[src/rtl/gcp_pkg.sv]
// ----------------------------------------------------------------------------
// gcp_pkg
// Types and constants shared by the glyph crop-and-pack pipeline.
// ----------------------------------------------------------------------------
package gcp_pkg;

   localparam int ROW_W     = 8;   // pixels per row
   localparam int CELL_ROWS = 8;   // rows per cell
   localparam int KEEP_ROWS = 7;   // most rows a packable glyph can keep
   localparam int BITS_W    = 32;  // packed word width
   localparam int CELL_W    = ROW_W * CELL_ROWS;

   localparam logic [7:0] SPACE_METRICS = 8'h60;  // width 3, height 0, offset 0

   typedef logic [ROW_W-1:0] row_type;

   typedef struct packed {
      row_type row_0;
      row_type row_1;
      row_type row_2;
      row_type row_3;
      row_type row_4;
      row_type row_5;
      row_type row_6;
      row_type row_7;
      logic    space_glyph;
   } req_type;

   typedef struct packed {
      logic [7:0]        glyph_metrics;
      logic [BITS_W-1:0] glyph_bits;
      logic              too_large;
   } rsp_type;

   // Cropped, left-aligned glyph handed to the packer.
   typedef struct packed {
      row_type [KEEP_ROWS-1:0] rows;   // rows[0] is the top kept row
      logic [2:0]              w;
      logic [2:0]              h;
      logic [1:0]              top;
      logic                    empty;
      logic                    space;
      logic                    big;
   } crop_type;

endpackage

[src/rtl/gcp_packer.sv]
// ----------------------------------------------------------------------------
// gcp_packer
// Packs cropped rows MSB-first, w bits per row, and forms the result item.
// ----------------------------------------------------------------------------
module gcp_packer import gcp_pkg::*; (
   input  crop_type crop,
   output rsp_type  rsp
);

   always_comb begin
      logic [BITS_W-1:0] bits;
      logic [5:0]        pos;
      bits = '0;
      for (int i = 0; i < KEEP_ROWS; i++) begin
         pos = 6'(i) * {3'b000, crop.w};
         // rows starting at bit 32 or later fall off the word
         if (pos < 6'(BITS_W)) begin
            bits = bits | ({crop.rows[i], (BITS_W-ROW_W)'(0)} >> pos[4:0]);
         end
      end

      rsp.too_large = crop.big;
      if (crop.big) begin
         rsp.glyph_metrics = '0;
         rsp.glyph_bits    = '0;
      end else if (crop.empty) begin
         rsp.glyph_metrics = crop.space ? SPACE_METRICS : 8'h00;
         rsp.glyph_bits    = '0;
      end else begin
         rsp.glyph_metrics = {crop.w, crop.h, crop.top};
         rsp.glyph_bits    = bits;
      end
   end

endmodule

[src/rtl/glyph_crop_and_pack.sv]
// ----------------------------------------------------------------------------
// glyph_crop_and_pack
// Crops an 8x8 one-bit glyph cell to its inked box and packs it in 32 bits.
// ----------------------------------------------------------------------------
// Usage:
//   req channel carries one cell per transfer: eight row bytes (bit 7 is the
//   leftmost pixel) and the space flag. rsp channel returns one result per
//   cell: metrics byte {w, h, y}, the packed bits and the too_large flag.
//   Results come back in order, one per cell.
//   Pipeline: three register stages, the first loaded at the req transfer:
//   row scan, column scan and crop, pack into the output register.
//   Throughput: one cell per cycle while rsp_stall is low; each stage holds
//   one cell and moves it on as soon as the next stage is free or moving.
//   Stall: when rsp_stall holds a result, the stages behind it keep filling
//   their bubbles; req_stall rises only once every stage is occupied.
//   Reset (synchronous) drops all cells in flight; no result is produced for
//   them. The datapath has no state between cells.
// ----------------------------------------------------------------------------
module glyph_crop_and_pack import gcp_pkg::*; (
   input  logic    clock,
   input  logic    reset,
   input  logic    req_valid,
   output logic    req_stall,
   input  req_type req_data,
   output logic    rsp_valid,
   input  logic    rsp_stall,
   output rsp_type rsp_data
);

   // per-stage flow control: a stage loads when it is empty or draining
   logic s1_valid_ff, s2_valid_ff, s3_valid_ff;
   logic s1_ready, s2_ready, s3_ready;

   assign s3_ready  = !s3_valid_ff || !rsp_stall;
   assign s2_ready  = !s2_valid_ff || s3_ready;
   assign s1_ready  = !s1_valid_ff || s2_ready;
   assign req_stall = !s1_ready;

   // ---------------- stage 1: row scan ----------------
   // y = leading empty rows (max 3), h = rows from y through last inked row.
   logic [CELL_W-1:0] cell_in;
   logic [CELL_ROWS-1:0] nz;
   logic [1:0] top_in;
   logic [3:0] h_in;
   logic [2:0] last;
   row_type    agg_in;
   logic       empty_in;

   assign cell_in = {req_data.row_0, req_data.row_1, req_data.row_2, req_data.row_3,
                     req_data.row_4, req_data.row_5, req_data.row_6, req_data.row_7};

   always_comb begin
      agg_in = '0;
      last   = '0;
      for (int i = 0; i < CELL_ROWS; i++) begin
         nz[i]  = |cell_in[CELL_W-1-ROW_W*i -: ROW_W];
         agg_in = agg_in | cell_in[CELL_W-1-ROW_W*i -: ROW_W];
         if (nz[i]) begin
            last = 3'(i);
         end
      end
      empty_in = !(|nz);

      priority if (nz[0]) top_in = 2'd0;
      else if (nz[1])     top_in = 2'd1;
      else if (nz[2])     top_in = 2'd2;
      else                top_in = 2'd3;

      // when the cell is not empty, the last inked row is at or below y
      h_in = empty_in ? 4'd0 : ({1'b0, last} - {2'b00, top_in} + 4'd1);
   end

   logic [CELL_W-1:0] s1_cell_ff;
   row_type           s1_agg_ff;
   logic [1:0]        s1_top_ff;
   logic [3:0]        s1_h_ff;
   logic              s1_empty_ff, s1_space_ff;

   always_ff @(posedge clock) begin
      if (reset) begin
         s1_valid_ff <= 1'b0;
      end else if (s1_ready) begin
         s1_valid_ff <= req_valid;
      end
   end

   always_ff @(posedge clock) begin
      if (s1_ready && req_valid) begin
         s1_cell_ff  <= cell_in;
         s1_agg_ff   <= agg_in;
         s1_top_ff   <= top_in;
         s1_h_ff     <= h_in;
         s1_empty_ff <= empty_in;
         s1_space_ff <= req_data.space_glyph;
      end
   end

   // ---------------- stage 2: column scan and crop ----------------
   // span of inked columns gives w; rows are moved up by y, masked past h,
   // and shifted left so the leftmost inked column sits in bit 7.
   logic [2:0] hi, lo, lead;
   logic [3:0] w4;
   logic [CELL_W-1:0] kept;
   crop_type crop_in;

   always_comb begin
      hi = '0;
      lo = '0;
      for (int i = 0; i < ROW_W; i++) begin
         if (s1_agg_ff[i]) hi = 3'(i);
      end
      for (int i = ROW_W-1; i >= 0; i--) begin
         if (s1_agg_ff[i]) lo = 3'(i);
      end
      w4   = {1'b0, hi} - {1'b0, lo} + 4'd1;
      lead = 3'd7 - hi;
      kept = s1_cell_ff << {s1_top_ff, 3'b000};

      for (int i = 0; i < KEEP_ROWS; i++) begin
         if (4'(i) < s1_h_ff) begin
            crop_in.rows[i] = kept[CELL_W-1-ROW_W*i -: ROW_W] << lead;
         end else begin
            crop_in.rows[i] = '0;
         end
      end
      crop_in.w     = w4[2:0];
      crop_in.h     = s1_h_ff[2:0];
      crop_in.top   = s1_top_ff;
      crop_in.empty = s1_empty_ff;
      crop_in.space = s1_space_ff;
      crop_in.big   = !s1_empty_ff && (w4[3] || s1_h_ff[3]);
   end

   crop_type s2_crop_ff;

   always_ff @(posedge clock) begin
      if (reset) begin
         s2_valid_ff <= 1'b0;
      end else if (s2_ready) begin
         s2_valid_ff <= s1_valid_ff;
      end
   end

   always_ff @(posedge clock) begin
      if (s2_ready && s1_valid_ff) begin
         s2_crop_ff <= crop_in;
      end
   end

   // ---------------- stage 3: pack into the output register ----------------
   rsp_type rsp_in;
   rsp_type s3_rsp_ff;

   gcp_packer u_packer (
      .crop (s2_crop_ff),
      .rsp  (rsp_in)
   );

   always_ff @(posedge clock) begin
      if (reset) begin
         s3_valid_ff <= 1'b0;
      end else if (s3_ready) begin
         s3_valid_ff <= s2_valid_ff;
      end
   end

   always_ff @(posedge clock) begin
      if (s3_ready && s2_valid_ff) begin
         s3_rsp_ff <= rsp_in;
      end
   end

   assign rsp_valid = s3_valid_ff;
   assign rsp_data  = s3_rsp_ff;

endmodule

[config.mk]
export PLATFORM = sky130hd
export DESIGN_NAME = glyph_crop_and_pack
export DESIGN_NICKNAME = d
export VERILOG_FILES = /design/src/rtl/gcp_pkg.sv /design/src/rtl/gcp_packer.sv /design/src/rtl/glyph_crop_and_pack.sv
export SDC_FILE = /design/constraint.sdc
export NUM_CORES = 1
export LEC_CHECK = 0
export BUFFER_PORTS_ARGS = -buffer_cell sky130_fd_sc_hd__buf_4
export CAP_MARGIN = 20
export CORE_AREA = 2 2 158 191
export CTS_BUF_LIST = sky130_fd_sc_hd__clkbuf_8
export DETAILED_ROUTE_END_ITERATION = 8
export DIE_AREA = 0 0 160 193
export PLACE_DENSITY = 0.68
export SETUP_SLACK_MARGIN = 0.05
export SLEW_MARGIN = 30
export SYNTH_ARGS = -nofsm -noshare
export SYNTH_HDL_FRONTEND = slang
export SYNTH_HIERARCHICAL = 1
export SYNTH_SLANG_ARGS = --single-unit
[constraint.sdc]
create_clock -name clock -period 5.58 [get_ports clock]
set_input_delay 0 -clock clock [delete_from_list [all_inputs] [get_ports clock]]
set_output_delay 0 -clock clock [all_outputs]
set_load 0.01 [all_outputs]
# Word level (Yosys, flattened, before mapping)
# Cells that the tools add are included.
[totals]
ff_bits = 191
inputBits = 69
out_inout_bits = 43
word_cells = 125
[op_classes]
addsub = 5
mul = 3
n_lt_le_gt_ge = 10
n_shift = 14
n_mux = 30
n_bitwise = 13
n_reduce_logical = 25
[ops]
columns = ["operator", "count"]
rows = [
  ["32-bit OR", 6],
  ["32-bit by 5-bit right shift with 32-bit output", 4],
  ["32-bit 2-to-1 mux", 3],
  ["64-bit OR reduction", 1],
  ["8-bit OR reduction", 8],
  ["64-bit by 5-bit left shift with 64-bit output", 1],
  ["3-bit 2-to-1 mux", 19],
  ["8-bit OR", 7],
  ["8-bit by 3-bit left shift with 8-bit output", 7],
  ["40-bit 2-to-1 mux", 1],
  ["32-bit by 3-bit right shift with 32-bit output", 1],
  ["32-bit by 4-bit right shift with 32-bit output", 1],
  ["3-bit by 4-bit < comparator with 1-bit output (first input constant)", 3],
  ["6-bit < comparator (second input constant)", 2],
  ["2-bit by 3-bit multiplier with 5-bit output (first input constant)", 2],
  ["4-bit by 1-bit adder with 4-bit output (second input constant)", 2],
  ["1-bit by 4-bit < comparator with 1-bit output (first input constant)", 2],
  ["2-bit by 4-bit < comparator with 1-bit output (first input constant)", 2],
  ["1-bit logical NOT", 7],
  ["7-bit 2-to-1 mux", 1],
  ["5-bit by 6-bit < comparator with 1-bit output (second input constant)", 1],
  ["3-bit by 3-bit multiplier with 6-bit output (first input constant)", 1],
  ["2-bit 2-to-1 mux", 3],
  ["1-bit logical AND", 4],
  ["6 further kinds", 11],
]

# Longest topological paths before layout
[logic_depth]
ltp_word = 12
depth_mapped = 14
depth_no_buf = 13

# Modules after synthesis
# Netlist, hierarchy kept.
[modules_own_cells]
columns = ["module", "instances", "cells_each", "area_each_um2", "seq_area_each_um2"]
rows = [
  ["glyph_crop_and_pack", 1, 730, 9277.6, 5705.5],
  ["gcp_packer", 1, 536, 3585.9, 0.0],
]

# Worst setup path after synthesis
# OpenSTA, ideal clock, no wires.
[synth_timing]
path_type = "reg2reg"
startpoint = "register s3_valid_ff, in the netlist rsp_valid"
endpoint = "register s1_agg_ff[0], enable pin"
setup_time_ps = 528
t_arrival_ps = 4275
required_ps = 5052
path_slack_ps = 777
path_stages_with_launch = 4
path_buffers = 0
period_less_slack_ps = 4803
cell_sequence = "dfxtp_1 and3_1 and2_1 nor2b_1"
[synth_via]
elab_chain_len = 5
[synth_rtl]
columns = ["item", "line", "source"]
rows = [
  ["start: declaration", "glyph_crop_and_pack.sv:31", "logic s1_valid_ff, s2_valid_ff, s3_valid_ff;"],
  ["start signal: assignment", "glyph_crop_and_pack.sv:163", "s3_valid_ff <= s2_valid_ff;"],
  ["1-bit logical NOT", "glyph_crop_and_pack.sv:34", "assign s3_ready = !s3_valid_ff || !rsp_stall;"],
  ["1-bit logical OR", "glyph_crop_and_pack.sv:34", ""],
  ["1-bit logical OR", "glyph_crop_and_pack.sv:35", "assign s2_ready = !s2_valid_ff || s3_ready;"],
  ["1-bit logical OR", "glyph_crop_and_pack.sv:36", "assign s1_ready = !s1_valid_ff || s2_ready;"],
  ["1-bit logical AND", "glyph_crop_and_pack.sv:88", "if (s1_ready && req_valid) begin"],
  ["end signal: assignment", "glyph_crop_and_pack.sv:90", "s1_agg_ff <= agg_in;"],
  ["end: declaration", "glyph_crop_and_pack.sv:74", "row_type s1_agg_ff;"],
]
# Every way passes these cells.
# A chain may end at the register's enable or synchronous reset.

# Final worst setup path
[layout_timing]
startpoint = "register s2_crop_ff[9] (netlist bit)"
endpoint = "register s3_rsp_ff, in the netlist rsp_data[16] (data pin)"
[layout_via]
elab_chain_len = 10
elab_cells_between_ends = 21
classes_between = "mul: 3; order compare: 3; shift: 6; mux: 3; bitwise: 6"
[layout_rtl]
columns = ["item", "line", "source"]
rows = [
  ["start: declaration", "glyph_crop_and_pack.sv:134", "crop_type s2_crop_ff;"],
  ["start signal: assignment", "glyph_crop_and_pack.sv:146", "s2_crop_ff <= crop_in;"],
  ["branches (longest 9 deep; another with 2-bit by 3-bit multiplier with 5-bit output)", "-", ""],
  ["32-bit 2-to-1 mux *", "gcp_packer.sv:17", "if (pos < 6'(BITS_W)) begin"],
  ["end signal: assignment", "glyph_crop_and_pack.sv:169", "s3_rsp_ff <= rsp_in;"],
  ["end: declaration", "glyph_crop_and_pack.sv:152", "rsp_type s3_rsp_ff;"],
]
# Every way passes the cells marked *.

==> flow_summary_export.csv <==
group,metric,value,unit
worst_setup_path,cp_cell_sequence,"inv_1 -> fa_1 -> buf_4 -> nor2b_1 -> a221oi_1 -> o22ai_1 -> o21ai_0 -> a31oi_1",
final_layout,antennaDiodeCount,0,
power_and_ir_drop,seqPwrFrac,0.466,
clock_network,cts_buffers,17,
grt,grt_pass1_wl,63900,um
final_layout,fin_nets,1481,
power_and_ir_drop,comb_power_share,0.297,
power_and_ir_drop,switching_share,0.347,
power_and_ir_drop,power.density,256,nW/um^2
logic_synthesis,synth.distinct_cells,83,
worst_setup_path,cp-end-kind,"register",
place,port_buffers,111,
worst_setup_path,cp_slowest_cell,"fa_1",
worst_setup_path,crit_fanout,22,
clock_network,cts_tree,"built",
routing,ant_nets,0,
timing,setup_viol,0,
logic_synthesis,yosysTopAreaCellShare,0.439,
clock_network,cts_sinks,191,
routing,wl_per_cell,23.7,um
clock_network,ctsHtreeMaxLevel,4,
final_layout,fillCellCount,2612,
clock_network,cts_resized,0,
worst_setup_path,worstPathRequired,5.79,ns
routing,drcViolationCount,0,
power_and_ir_drop,leakage,5.47,nW
routing,vias,11100,
routing,detail_route.first_pass.iterations,6,
clock_network,ctsLongestPathBuffers,2,
place,gp_congestion,0.969,
logic_synthesis,yosys.area.top_type,"edfxtp_1",
place,dpl.hpwl,31700,um
final_layout,multiInputGateArea,6610,um^2
floorplanning,core-area,29200,um^2
power_and_ir_drop,p_clk_frac,0.237,
place,dpl_worst_slack,1.96,ns
timing,slew_viol_final,0,
timing,clock_skew,0.0193,ns
logic_synthesis,async_reset_ff_frac,0,
power_and_ir_drop,p_switching,1.33,mW
grt,grt_overflow,0,
timing,final-hold-violation-count,0,
timing,rsz0062_at_grt,"false",
grt,antenna_found_initial,0,
hold_path,min_path_type,"in2reg",
grt,grt_pass1_vias,10600,
job,drv_cap,0,
timing,timing.final.ws_setup,1.84,ns
floorplanning,ioPinCount,112,
final_layout,drive_gt1_frac,0.189,
clock_network,cts-root-buf,"clkbuf_8",
routing,via_per_inst,6.19,
final_layout,ff_latch_area,5710,um^2
floorplanning,rows,69,
worst_setup_path,critPathKind,"reg2reg",
routing,drt_wl_total,42600,um
logic_synthesis,yosys_warnings,6,
logic_synthesis,synth.top_cells.by_area,"edfxtp_1 44%, mux2i_1 7.4%, mux2_2 5.1%, nor2_1 3.5%, a21oi_1 3.4%",
hold_path,hold_depth,2,
final_layout,synthToLayoutAreaGrowth,16.3,%
floorplanning,dieArea,30900,um^2
routing,drtIter0Drc,1099,
grt,grt_usage,0.274,
timing,worst_slew_pin_slew,1.01,ns
floorplanning,start_util,0.441,
timing,fin_crit_sh,0.671,
floorplanning,die_w,160,um
timing,relSlewSlack,0.319,
worst_setup_path,worst_ep_arrival_time,3.95,ns
timing,tns,0,ns
worst_setup_path,start_kind,"register",
logic_synthesis,yosysSeqAreaShare,0.444,
grt,grt_start_max_net_pins,81,
timing,fmax,267,MHz
logic_synthesis,ys_ff_latch,191,
power_and_ir_drop,ir_worst_vdd,0.134,mV
logic_synthesis,synth_edf_count,188,
logic_synthesis,syn_area,12900,um^2
worst_setup_path,reg2regPathDepth,8,
run_status,outcome,"finished clean",
logic_synthesis,postSynthAreaPerCell,10.2,um^2
final_layout,finish.utilization,0.513,
power_and_ir_drop,finalPower,3.83,mW
timing,period_needed,3.74,ns
power_and_ir_drop,intPower,2.50,mW
logic_synthesis,synth_ff_type,"edfxtp_1",
timing,timing.hold.ws,0.248,ns
floorplanning,die_h,193,um
clock_network,clk_pin_slew_worst_paths,0.11,ns
logic_synthesis,syn_inst,1266,
worst_setup_path,critPathMaxStageDelay,1.16,ns
logic_synthesis,synth_fp_nets,1351,
clock_network,insertion_delay,0.48,ns
clock_network,postCtsSetupRepairBufs,0,
cell usage in the layout, fill, tap and decap left out, types with 13 or more instances in the layout:
cell type	instances
mux2_2	58
edfxtp_1	188
a221oi_1	15
nor2b_1	17
nand3_1	22
buf_4	128
mux4_2	13
dlygate4sd3_1	69
clkbuf_8	17
nor4_1	30
nand2_1	117
a31oi_1	27
nor3_1	37
o22ai_1	19
inv_1	22
a211oi_1	13
a21oi_1	88
ha_1	13
nor2_1	119
o21ai_0	68
mux2i_1	95
sequential cells by signal (all words and copies together), names as in the netlist:
signal       flops
s2_valid_ff      1
s1_cell_ff      64
s1_h_ff          4
s1_space_ff      1
s1_empty_ff      1
s1_top_ff        2
rsp_data        41
s1_valid_ff      1
s1_agg_ff        8
s2_crop_ff      67
rsp_valid        1
Yosys cell counts, drive strengths merged, types with 12 or more instances:
cell	n
buf	48
o22ai	19
ha	13
nand2b	12
clkbuf	39
nand2	117
nor3	39
edfxtp	188
nor2b	20
a221oi	15
a31oi	27
nand3	22
a21oi	88
mux2	60
mux4	14
nor4	30
o211ai	13
a211oi	14
nor2	122
inv	26
o21ai	72
mux2i	95
power by group through the flow:
| stage | combinational (mW) | clock (mW) | sequential (mW) |
|---|---|---|---|
| final | 1.14 | 0.910 | 1.78 |
| after global routing | 1.21 | 0.985 | 1.79 |
| after floorplan | 0.735 | 0 | 1.78 |
| after CTS | 1.11 | 0.938 | 1.78 |
| after global placement | 1.07 | 0 | 1.81 |
| after detailed placement | 1.07 | 0 | 1.82 |
worst max-delay path: cells and delay by family (launching register included):
kind	cells	cell delay, ns
AO/OA/AOI/OAI	4	0.87
buffers and inverters	2	0.65
flip-flops	1	0.69
adder cells (fa/ha/maj)	1	1.16
AND/OR/NAND/NOR	1	0.09
area by class of cell:
class                           instances  area share
Clock buffer                           17      0.0156
Multi-Input combinational cell        962       0.442
Sequential cell                       191       0.381
Tap cell                              390      0.0326
Inverter                               26     0.00669
Timing Repair Buffer                  198       0.111
Clock inverter                         15      0.0103
cells by family (layout without fill, tap and decap cells):
group,Yosys count,in the layout,synth area share
fa+ha+maj,16,16,0.0173
mux,169,169,0.152
xor+xnor,3,3,0.00321
compound gates,348,348,0.179
flops,191,191,0.444
simple gates,426,426,0.160
buf+inv,113,256,0.0445
through the flow:
stage                     cell area (um^2)  std cells
final                                15000       1799
after global routing                 15000       1799
after CTS                            15000       1799
after detailed placement             13900       1698
after global placement               13900       1698
after floorplan                      12900       1266
path summary, 6_finish.rpt:
kind	start	to	slack (ns)
max	s2_crop_ff[9]	rsp_data[16]	1.84
min	req_data[36]	s1_cell_ff[35]	0.25
max reg2reg	s2_crop_ff[9]	rsp_data[16]	1.84
min reg2reg	s1_space_ff	s2_crop_ff[1]	0.43
per-layer routing:
| layer | wire, um | part of all wire | vias to the layer above | track usage |
|---|---|---|---|---|
| met5 | 0 | 0 | - | 0 |
| met4 | 3680 | 0.086 | 0 | 0.221 |
| met3 | 2110 | 0.050 | 137 | 0.0278 |
| met2 | 20500 | 0.48 | 544 | 0.468 |
| met1 | 16400 | 0.38 | 5302 | 0.317 |
| li1 | - | - | 5154 | - |
what timing repair did:
item | CTS | global route
hold buffers | 69 | 0
endpoints found under the hold margin | 77 | 0
endpoints found under the setup margin | 0 | 0
Note: power is estimated with default switching activity, not from simulation.
